`src/design/cjk_pkg.sv`:
```
// ----------------------------------------------------------------------------
// cjk_pkg
// shared types and constants for the chinese character byte filter
// ----------------------------------------------------------------------------
package cjk_pkg;

    // byte ranges of the two encodings
    localparam logic [7:0] GB_LEAD_LO        = 8'hA1;
    localparam logic [7:0] GB_LEAD_HI        = 8'hF7;
    localparam logic [7:0] GB_TRAIL_LO       = 8'hA1;
    localparam logic [7:0] GB_TRAIL_HI       = 8'hFE;
    localparam logic [7:0] U8_LEAD_LO        = 8'hE4;
    localparam logic [7:0] U8_LEAD_HI        = 8'hE9;
    localparam logic [7:0] U8_E4_SECOND_MIN  = 8'hB8;
    localparam logic [7:0] U8_E4B8_THIRD_MIN = 8'h80;
    localparam logic [7:0] U8_E9_SECOND_MAX  = 8'hBF;
    localparam logic [7:0] U8_E9BF_THIRD_MAX = 8'hBF;
    localparam logic [1:0] BOM_LEN           = 2'd3;

    // results per byte and output queue sizing
    localparam int MAX_RESULTS = 3;
    localparam int RES_W       = 2;
    localparam int FIFO_DEPTH  = 8;
    localparam int PTR_W       = $clog2(FIFO_DEPTH);
    localparam int CNT_W       = $clog2(FIFO_DEPTH + 1);

    typedef enum logic [1:0] {
        PH_IDLE   = 2'd0,
        PH_LEAD   = 2'd1,
        PH_SECOND = 2'd2
    } t_phase;

    typedef enum logic [1:0] {
        CHK_NONE = 2'd0,
        CHK_MIN  = 2'd1,
        CHK_MAX  = 2'd2
    } t_check;

    typedef struct packed {
        logic [1:0] skip;
        t_phase     phase;
        t_check     check;
        logic [7:0] held1;
        logic [7:0] held2;
    } t_seq_state;

    typedef struct packed {
        logic [7:0] char_byte;
        logic       char_last;
    } t_item;

    typedef struct packed {
        t_seq_state                   nxt;
        logic [RES_W-1:0]             cnt;
        t_item [MAX_RESULTS-1:0]      items;
    } t_step;

endpackage

```
`src/design/cjk_decode.sv`:
```
// ----------------------------------------------------------------------------
// cjk_decode
// next sequence state and emitted bytes for one input byte
// ----------------------------------------------------------------------------
module cjk_decode
    import cjk_pkg::*;
(
    input  logic       i_utf8_mode,
    input  t_seq_state i_st,
    input  logic [7:0] i_byte,
    input  logic       i_seg_end,
    output t_step      o_step
);

    always_comb begin
        logic       gb_path;
        logic       u8_path;
        logic       ok;
        t_seq_state n;
        logic [RES_W-1:0] cnt;
        t_item [MAX_RESULTS-1:0] items;

        n       = i_st;
        cnt     = '0;
        items   = '0;
        gb_path = !i_utf8_mode;
        u8_path = i_utf8_mode && (i_st.skip == 2'd0);
        ok      = 1'b1;

        // order mark counter runs in both modes
        if (i_st.skip != 2'd0) begin
            n.skip = i_st.skip - 2'd1;
        end

        // gb2312 lead/trail pairs
        if (gb_path) begin
            n.phase = PH_IDLE;
            if (i_st.phase == PH_LEAD) begin
                if (i_byte >= GB_TRAIL_LO && i_byte <= GB_TRAIL_HI) begin
                    items[0] = '{char_byte: i_st.held1, char_last: 1'b0};
                    items[1] = '{char_byte: i_byte,     char_last: 1'b1};
                    cnt      = RES_W'(2);
                end
            end else if (i_byte >= GB_LEAD_LO && i_byte <= GB_LEAD_HI) begin
                n.held1 = i_byte;
                n.phase = PH_LEAD;
            end
        end

        // utf-8 three byte sequences
        if (u8_path) begin
            case (i_st.phase)
                PH_LEAD: begin
                    n.phase = PH_SECOND;
                    n.check = CHK_NONE;
                    n.held2 = i_byte;
                    if (i_st.held1 == U8_LEAD_LO) begin
                        if (i_byte < U8_E4_SECOND_MIN) begin
                            n.phase = PH_IDLE;
                        end else if (i_byte == U8_E4_SECOND_MIN) begin
                            n.check = CHK_MIN;
                        end
                    end else if (i_st.held1 == U8_LEAD_HI) begin
                        if (i_byte > U8_E9_SECOND_MAX) begin
                            n.phase = PH_IDLE;
                        end else if (i_byte == U8_E9_SECOND_MAX) begin
                            n.check = CHK_MAX;
                        end
                    end
                end
                PH_SECOND: begin
                    if (i_st.check == CHK_MIN && i_byte < U8_E4B8_THIRD_MIN) begin
                        ok = 1'b0;
                    end
                    if (i_st.check == CHK_MAX && i_byte > U8_E9BF_THIRD_MAX) begin
                        ok = 1'b0;
                    end
                    n.phase = PH_IDLE;
                    n.check = CHK_NONE;
                    if (ok) begin
                        items[0] = '{char_byte: i_st.held1, char_last: 1'b0};
                        items[1] = '{char_byte: i_st.held2, char_last: 1'b0};
                        items[2] = '{char_byte: i_byte,     char_last: 1'b1};
                        cnt      = RES_W'(3);
                    end
                end
                default: begin
                    // idle, and the unused phase code behaves as idle
                    n.phase = PH_IDLE;
                    n.check = CHK_NONE;
                    if (i_byte >= U8_LEAD_LO && i_byte <= U8_LEAD_HI) begin
                        n.held1 = i_byte;
                        n.phase = PH_LEAD;
                    end
                end
            endcase
        end

        // segment end drops any partial sequence
        if (i_seg_end) begin
            n.phase = PH_IDLE;
            n.check = CHK_NONE;
            n.skip  = BOM_LEN;
        end

        o_step = '{nxt: n, cnt: cnt, items: items};
    end

endmodule

```
`src/design/cjk_out_fifo.sv`:
```
// ----------------------------------------------------------------------------
// cjk_out_fifo
// result queue taking up to three bytes per cycle, draining one per cycle while popped
// ----------------------------------------------------------------------------
module cjk_out_fifo
    import cjk_pkg::*;
(
    input  logic                    i_clk,
    input  logic                    i_rst_n,
    input  logic [RES_W-1:0]        i_push_cnt,
    input  t_item [MAX_RESULTS-1:0] i_push_items,
    input  logic                    i_pop,
    output t_item                   o_head,
    output logic [CNT_W-1:0]        o_count
);

    t_item            r_mem [FIFO_DEPTH];
    logic [PTR_W-1:0] r_wr;
    logic [PTR_W-1:0] r_rd;
    logic [CNT_W-1:0] r_count;
    logic [PTR_W-1:0] n_wr;
    logic [PTR_W-1:0] n_rd;
    logic [CNT_W-1:0] n_count;

    // pointer and fill arithmetic
    always_comb begin
        n_wr    = r_wr + PTR_W'(i_push_cnt);
        n_rd    = i_pop ? r_rd + PTR_W'(1) : r_rd;
        n_count = r_count + CNT_W'(i_push_cnt) - CNT_W'(i_pop);
    end

    // control registers
    always_ff @(posedge i_clk) begin
        if (!i_rst_n) begin
            r_wr    <= '0;
            r_rd    <= '0;
            r_count <= '0;
        end else begin
            r_wr    <= n_wr;
            r_rd    <= n_rd;
            r_count <= n_count;
        end
    end

    // storage, written at consecutive slots
    always_ff @(posedge i_clk) begin
        for (int k = 0; k < MAX_RESULTS; k++) begin
            if (RES_W'(k) < i_push_cnt) begin
                r_mem[r_wr + PTR_W'(k)] <= i_push_items[k];
            end
        end
    end

    assign o_head  = r_mem[r_rd];
    assign o_count = r_count;

endmodule

```
`src/design/cjk_byte_extractor.sv`:
```
// ----------------------------------------------------------------------------
// cjk_byte_extractor
// passes on only the chinese character byte sequences of a segmented stream
// ----------------------------------------------------------------------------
// results: a completing byte's results are registered into the result queue
// throughput: one input byte and, while the receiver is ready, one result byte
//   per cycle; input stalls only when fewer than three of eight slots are free
// reset: synchronous active low; gb2312 mode, idle phase, order mark count 3,
//   result queue empty
module cjk_byte_extractor
    import cjk_pkg::*;
(
    input  logic       i_clk,
    input  logic       i_rst_n,
    // configuration: utf8_mode
    input  logic       i_cfg_valid,
    output logic       o_cfg_ready,
    input  logic       i_cfg_data,
    // input stream
    input  logic       s_axis_tvalid,
    output logic       s_axis_tready,
    input  logic [7:0] s_axis_tdata,   // [7:0] data_byte
    input  logic       s_axis_tlast,   // segment_end
    // result stream
    output logic       m_axis_tvalid,
    input  logic       m_axis_tready,
    output logic [7:0] m_axis_tdata,   // [7:0] char_byte
    output logic       m_axis_tlast    // char_last
);

    logic             r_mode;
    t_seq_state       r_st;
    t_step            step;
    t_item            head;
    logic [CNT_W-1:0] count;
    logic             s_acc;
    logic             cfg_acc;
    logic             pop;
    logic [RES_W-1:0] push_cnt;

    assign o_cfg_ready   = 1'b1;
    assign cfg_acc       = i_cfg_valid;
    assign s_axis_tready = (count <= CNT_W'(FIFO_DEPTH - MAX_RESULTS));
    assign s_acc         = s_axis_tvalid && s_axis_tready;
    assign pop           = m_axis_tvalid && m_axis_tready;
    assign push_cnt      = s_acc ? step.cnt : '0;

    cjk_decode u_decode (
        .i_utf8_mode (r_mode),
        .i_st        (r_st),
        .i_byte      (s_axis_tdata),
        .i_seg_end   (s_axis_tlast),
        .o_step      (step)
    );

    cjk_out_fifo u_fifo (
        .i_clk        (i_clk),
        .i_rst_n      (i_rst_n),
        .i_push_cnt   (push_cnt),
        .i_push_items (step.items),
        .i_pop        (pop),
        .o_head       (head),
        .o_count      (count)
    );

    // mode register and sequence state
    always_ff @(posedge i_clk) begin
        if (!i_rst_n) begin
            r_mode <= 1'b0;
            r_st   <= '{skip: BOM_LEN, phase: PH_IDLE, check: CHK_NONE,
                        held1: 8'h00, held2: 8'h00};
        end else if (cfg_acc) begin
            r_mode     <= i_cfg_data;
            r_st.phase <= PH_IDLE;
            r_st.check <= CHK_NONE;
        end else if (s_acc) begin
            r_st <= step.nxt;
        end
    end

    assign m_axis_tvalid = (count != '0);
    assign m_axis_tdata  = head.char_byte;
    assign m_axis_tlast  = head.char_last;

    // queue never overfills
    a_fill: assert property (@(posedge i_clk) disable iff (!i_rst_n)
        count <= CNT_W'(FIFO_DEPTH))
        else $error("result queue overfilled");

    // order mark bytes in utf-8 mode never emit
    a_bom: assert property (@(posedge i_clk) disable iff (!i_rst_n)
        (s_acc && !cfg_acc && r_mode && r_st.skip != 2'd0) |-> (step.cnt == '0))
        else $error("order mark byte emitted");

    // segment end returns to a fresh segment
    a_seg: assert property (@(posedge i_clk) disable iff (!i_rst_n)
        (s_acc && !cfg_acc && s_axis_tlast) |=>
            (r_st.phase == PH_IDLE && r_st.skip == BOM_LEN && r_st.check == CHK_NONE))
        else $error("segment end left sequence state");

    // the final byte of an emitted run is flagged last
    a_last: assert property (@(posedge i_clk) disable iff (!i_rst_n)
        (s_acc && step.cnt != '0) |-> step.items[step.cnt - RES_W'(1)].char_last)
        else $error("emitted run without last flag");

endmodule

```
`config.mk`:
```
export PLATFORM = sky130hd
export DESIGN_NAME = cjk_byte_extractor
export DESIGN_NICKNAME = d
export VERILOG_FILES = /design/src/design/cjk_pkg.sv /design/src/design/cjk_decode.sv /design/src/design/cjk_out_fifo.sv /design/src/design/cjk_byte_extractor.sv
export SDC_FILE = /design/constraint.sdc
export NUM_CORES = 1
export LEC_CHECK = 0
export ABC_AREA = 1
export BUFFER_PORTS_ARGS = -buffer_cell sky130_fd_sc_hd__clkbuf_2
export CAP_MARGIN = 20
export CELL_PAD_IN_SITES_DETAIL_PLACEMENT = 0
export CELL_PAD_IN_SITES_GLOBAL_PLACEMENT = 1
export CORE_MARGIN = 3
export CORE_UTILIZATION = 42
export DETAILED_ROUTE_END_ITERATION = 8
export PLACE_DENSITY_LB_ADDON = 0.1
export SYNTH_ARGS = -nofsm -noshare
export SYNTH_HDL_FRONTEND = slang
export SYNTH_SLANG_ARGS = --single-unit
```
`constraint.sdc`:
```
create_clock -name i_clk -period 2.7 [get_ports i_clk]
set_input_delay 0.27 -clock i_clk [delete_from_list [all_inputs] [get_ports i_clk]]
set_output_delay 0.27 -clock i_clk [all_outputs]
set_load 0.01 [all_outputs]
```
==> reports/metrics.yaml <==
detailed_routing:
  dr_wl_met3_um: 1740
  drt-initial-drc-count: 708
  drt_first_pass_iters: 5
  via_count: 6625
  highest_layer: "met4"
  met2_length_um: 11200
  wl_met1_um: 11000
  drc_errors: 0
  drtAntennaViolNets: 0
  drt_wl_total_um: 24900
  wire_per_inst_um: 20.7
  vias_per_cell: 5.51
clock_network:
  cts-htree-levels: 3
  numCtsBuffers: 9
  cts_hold_buffers: 0
  cts.clk_slew.worst_paths_ns: 0.07
  cts_tree: "built"
  cts.root.buffer_cell: "clkbuf_16"
  clockBufferDepth: 2
  clock-sinks: 108
  clock_latency_ns: 0.36
die:
  rows: 46
  dieWidth_um: 134
  die-area_sq_um: 18100
  start_util_pct: 43.3
  ioPinCount: 27
  die_h_um: 134
  core-area_sq_um: 16000
synth:
  ys_types: 40
  seq_area_frac_synth_pct: 41.6
  ys_top_cells_by_area: "edfxtp_1, nand2_1, dfxtp_1"
  synth.most_common_cell: "nand2_1"
  yosysTopAreaCellShare_pct: 31.2
  syn_area_per_cell_sq_um: 7.36
  ys_seq_elements: 108
  postSynthCellCount: 941
  synth_area_sq_um: 6930
  netlist_top_cells_count: "nand2_1, nor2_1, edfxtp_1"
  yosysWarnings: 0
  synth-edff-count: 72
  yosys.area.top_type: "edfxtp_1"
  syn_nets: 971
  synthArstFlopShare_pct: 0
  ys.flop_type: "edfxtp_1"
sta:
  rsz0062_at_grt: "false"
  setup_viol: 0
  hold_slack_ns: 0.177
  timing.final.crit_share_pct: 92.3
  drv_slew: 0
  final.setup_skew_ns: 0.0121
  min_period_ns: 2.49
  tns_ns: 0
  slew_headroom_pct: 61.4
  hold_viol_final: 0
  tightest_slew_ns: 0.578
  fmax_mhz: 401
min_path:
  worstHoldStart: "i_cfg_data"
  worstHoldPathType: "input pin to flip-flop"
setup_path:
  cpPeakStageDelay_ns: 0.32
  slowest_stage: "dfxtp_1"
  critical_path.most_common_cell: "nand2_1"
  r2r-start: "u_fifo.o_count[3]"
  crit_path_cell_trace: "inv_1, ha_1, nand2_1, nand2_1, nand2_1, inv_1, nand2_2, clkinv_2, nand2_2, ha_1, inv_1, ha_1, nand2_1, nor2_1, a211oi_1, o21ai_0, a21oi_1"
  worst-path-max-fanout: 7
  crit_path_start: "u_fifo.o_count[3]"
  critPathLaunchType: "flip-flop"
  end_kind: "flip-flop"
  arrival_ns: 2.78
  required_ns: 2.99
  criticalPathCategory: "flip-flop to flip-flop"
pwr:
  irDropWorstVdd_uv: 362
  pwr-share-comb_pct: 27.0
  powerDensity_nw_per_um2: 575
  switchingPower_mw: 1.49
  swShare_pct: 33.7
  seqPwrFrac_pct: 42.3
  p_leak_nw: 3.52
  power.total_mw: 4.44
  p_int_mw: 2.95
  clkPwrFrac_pct: 30.7
placed_design:
  place_inst: 1186
  dp.final_hpwl_um: 18700
  io_buffers: 25
  gp_congestion: 1.01
layout:
  final_cells: 1203
  seqCellArea_sq_um: 2880
  fin_nets: 1012
  post-route-util_pct: 48.2
  drive_gt1_share_pct: 12.5
  syn2layout_area_growth_pct: 11.5
  multi_input_area_sq_um: 3510
  fillers: 1671
  diodes: 0
grt:
  grt_pass1_vias: 6305
  gr-total-overflow: 0
  antenna_found_initial: 0
  grt_pass1_wl_um: 37900
  grt_max_degree: 37
  gr-usage-all-layers_pct: 27.9
run:
  drv_cap: 0
outcome:
  status: "complete, no violations"
[critical path, delay by kind of cell, from the launching register on]
family / cells / cell delay, ns
AND/OR/NAND/NOR: 7 / 0.53
buffers and inverters: 4 / 0.32
adder cells (fa/ha/maj): 3 / 0.78
AO/OA/AOI/OAI: 3 / 0.48
flip-flops: 1 / 0.32
[worst paths after layout]
kind / to / slack (ns) / cells after the start
worst max register to register: u_fifo.o_count[3] / 0.21 / 17
worst min-delay path: r_mode / 0.18 / 3
worst max-delay path: u_fifo.o_count[3] / 0.21 / 17
worst min register to register: u_fifo.r_rd[2] / 0.44 / 1
[cell families (layout without fill, tap and decap cells)]
logic type	count (synthesis)	in the layout	share of synthesized area [%]
buffers and inverters	119	165	7.70
AO/OA/AOI/OAI	174	174	14.5
other	1	1	0.0541
AND/OR/NAND/NOR	522	522	33.0
XOR/XNOR	2	2	0.253
adder cells (fa/ha/maj)	15	15	2.93
flip-flops	108	108	41.6
[power groups by stage]
stage | sequential (mW) | clock [mW] | combinational, mW
after floorplan | 1.88 | 0 | 0.840
after global placement | 1.91 | 0 | 1.15
after detailed placement | 1.91 | 0 | 1.20
after CTS | 1.88 | 1.38 | 1.20
after global routing | 1.88 | 1.45 | 1.34
final | 1.88 | 1.36 | 1.20
[state kept, by name, indices dropped and copies added (netlist names), named ones only]
name	flops
r_mode	1
r_st	22
u_fifo.o_count	4
u_fifo.r_mem	72
u_fifo.r_rd	3
u_fifo.r_wr	3
[layer usage]
| layer | global-route usage (%) | vias to the layer above |
|---|---|---|
| met4 | 12.2 | 0 |
| li1 | - | 3232 |
| met2 | 43.8 | 296 |
| met3 | 4.01 | 55 |
| met1 | 38.6 | 3042 |
| met5 | 0 | - |
[layout by cell type, fill, tap and decap left out, types with 4 or more instances in the layout]
| master | Yosys | final |
|---|---|---|
| a21oi_1 | 19 | 19 |
| a31oi_1 | 9 | 9 |
| buf_4 | 1 | 43 |
| clkbuf_16 | 0 | 9 |
| clkbuf_2 | 0 | 25 |
| dfxtp_1 | 36 | 36 |
| edfxtp_1 | 72 | 72 |
| ha_1 | 13 | 13 |
| inv_1 | 70 | 70 |
| inv_2 | 7 | 7 |
| nand2_1 | 299 | 298 |
| nand2_2 | 4 | 5 |
| nand2_4 | 4 | 4 |
| nand3_1 | 52 | 52 |
| nand3_2 | 6 | 6 |
| nand4_1 | 15 | 15 |
| nor2_1 | 117 | 117 |
| nor2_2 | 5 | 5 |
| nor2_4 | 5 | 5 |
| nor4_1 | 7 | 7 |
| o211ai_1 | 34 | 34 |
| o21ai_0 | 62 | 62 |
| o21ai_1 | 35 | 35 |
| o22ai_1 | 9 | 9 |
[area by class of cell]
| cell class | count | share of cell area, % |
|---|---|---|
| multi-input cells | 714 | 45.5 |
| repair buffers | 68 | 5.80 |
| flip-flops and latches | 108 | 37.3 |
| clock inverters | 7 | 0.973 |
| inverters | 81 | 3.96 |
| clock buffers | 9 | 2.92 |
| well taps | 216 | 3.50 |
[what timing repair did]
action / 4_1_cts / 5_1_grt
setup buffers: 0 / 1
gates resized for setup: 0 / 1
setup endpoints to repair: 0 / 10
endpoints found under the hold margin: 0 / 0
[stage by stage]
stage	setup WS, ns	area, sq um
2_1_floorplan	0.110	6930
3_3_place_gp	0.228	7410
3_5_place_dp	0.151	7410
4_1_cts	0.131	7710
5_1_grt	0.00916	7720
6_report	0.209	7720
Power figures use the tool's default switching activity.
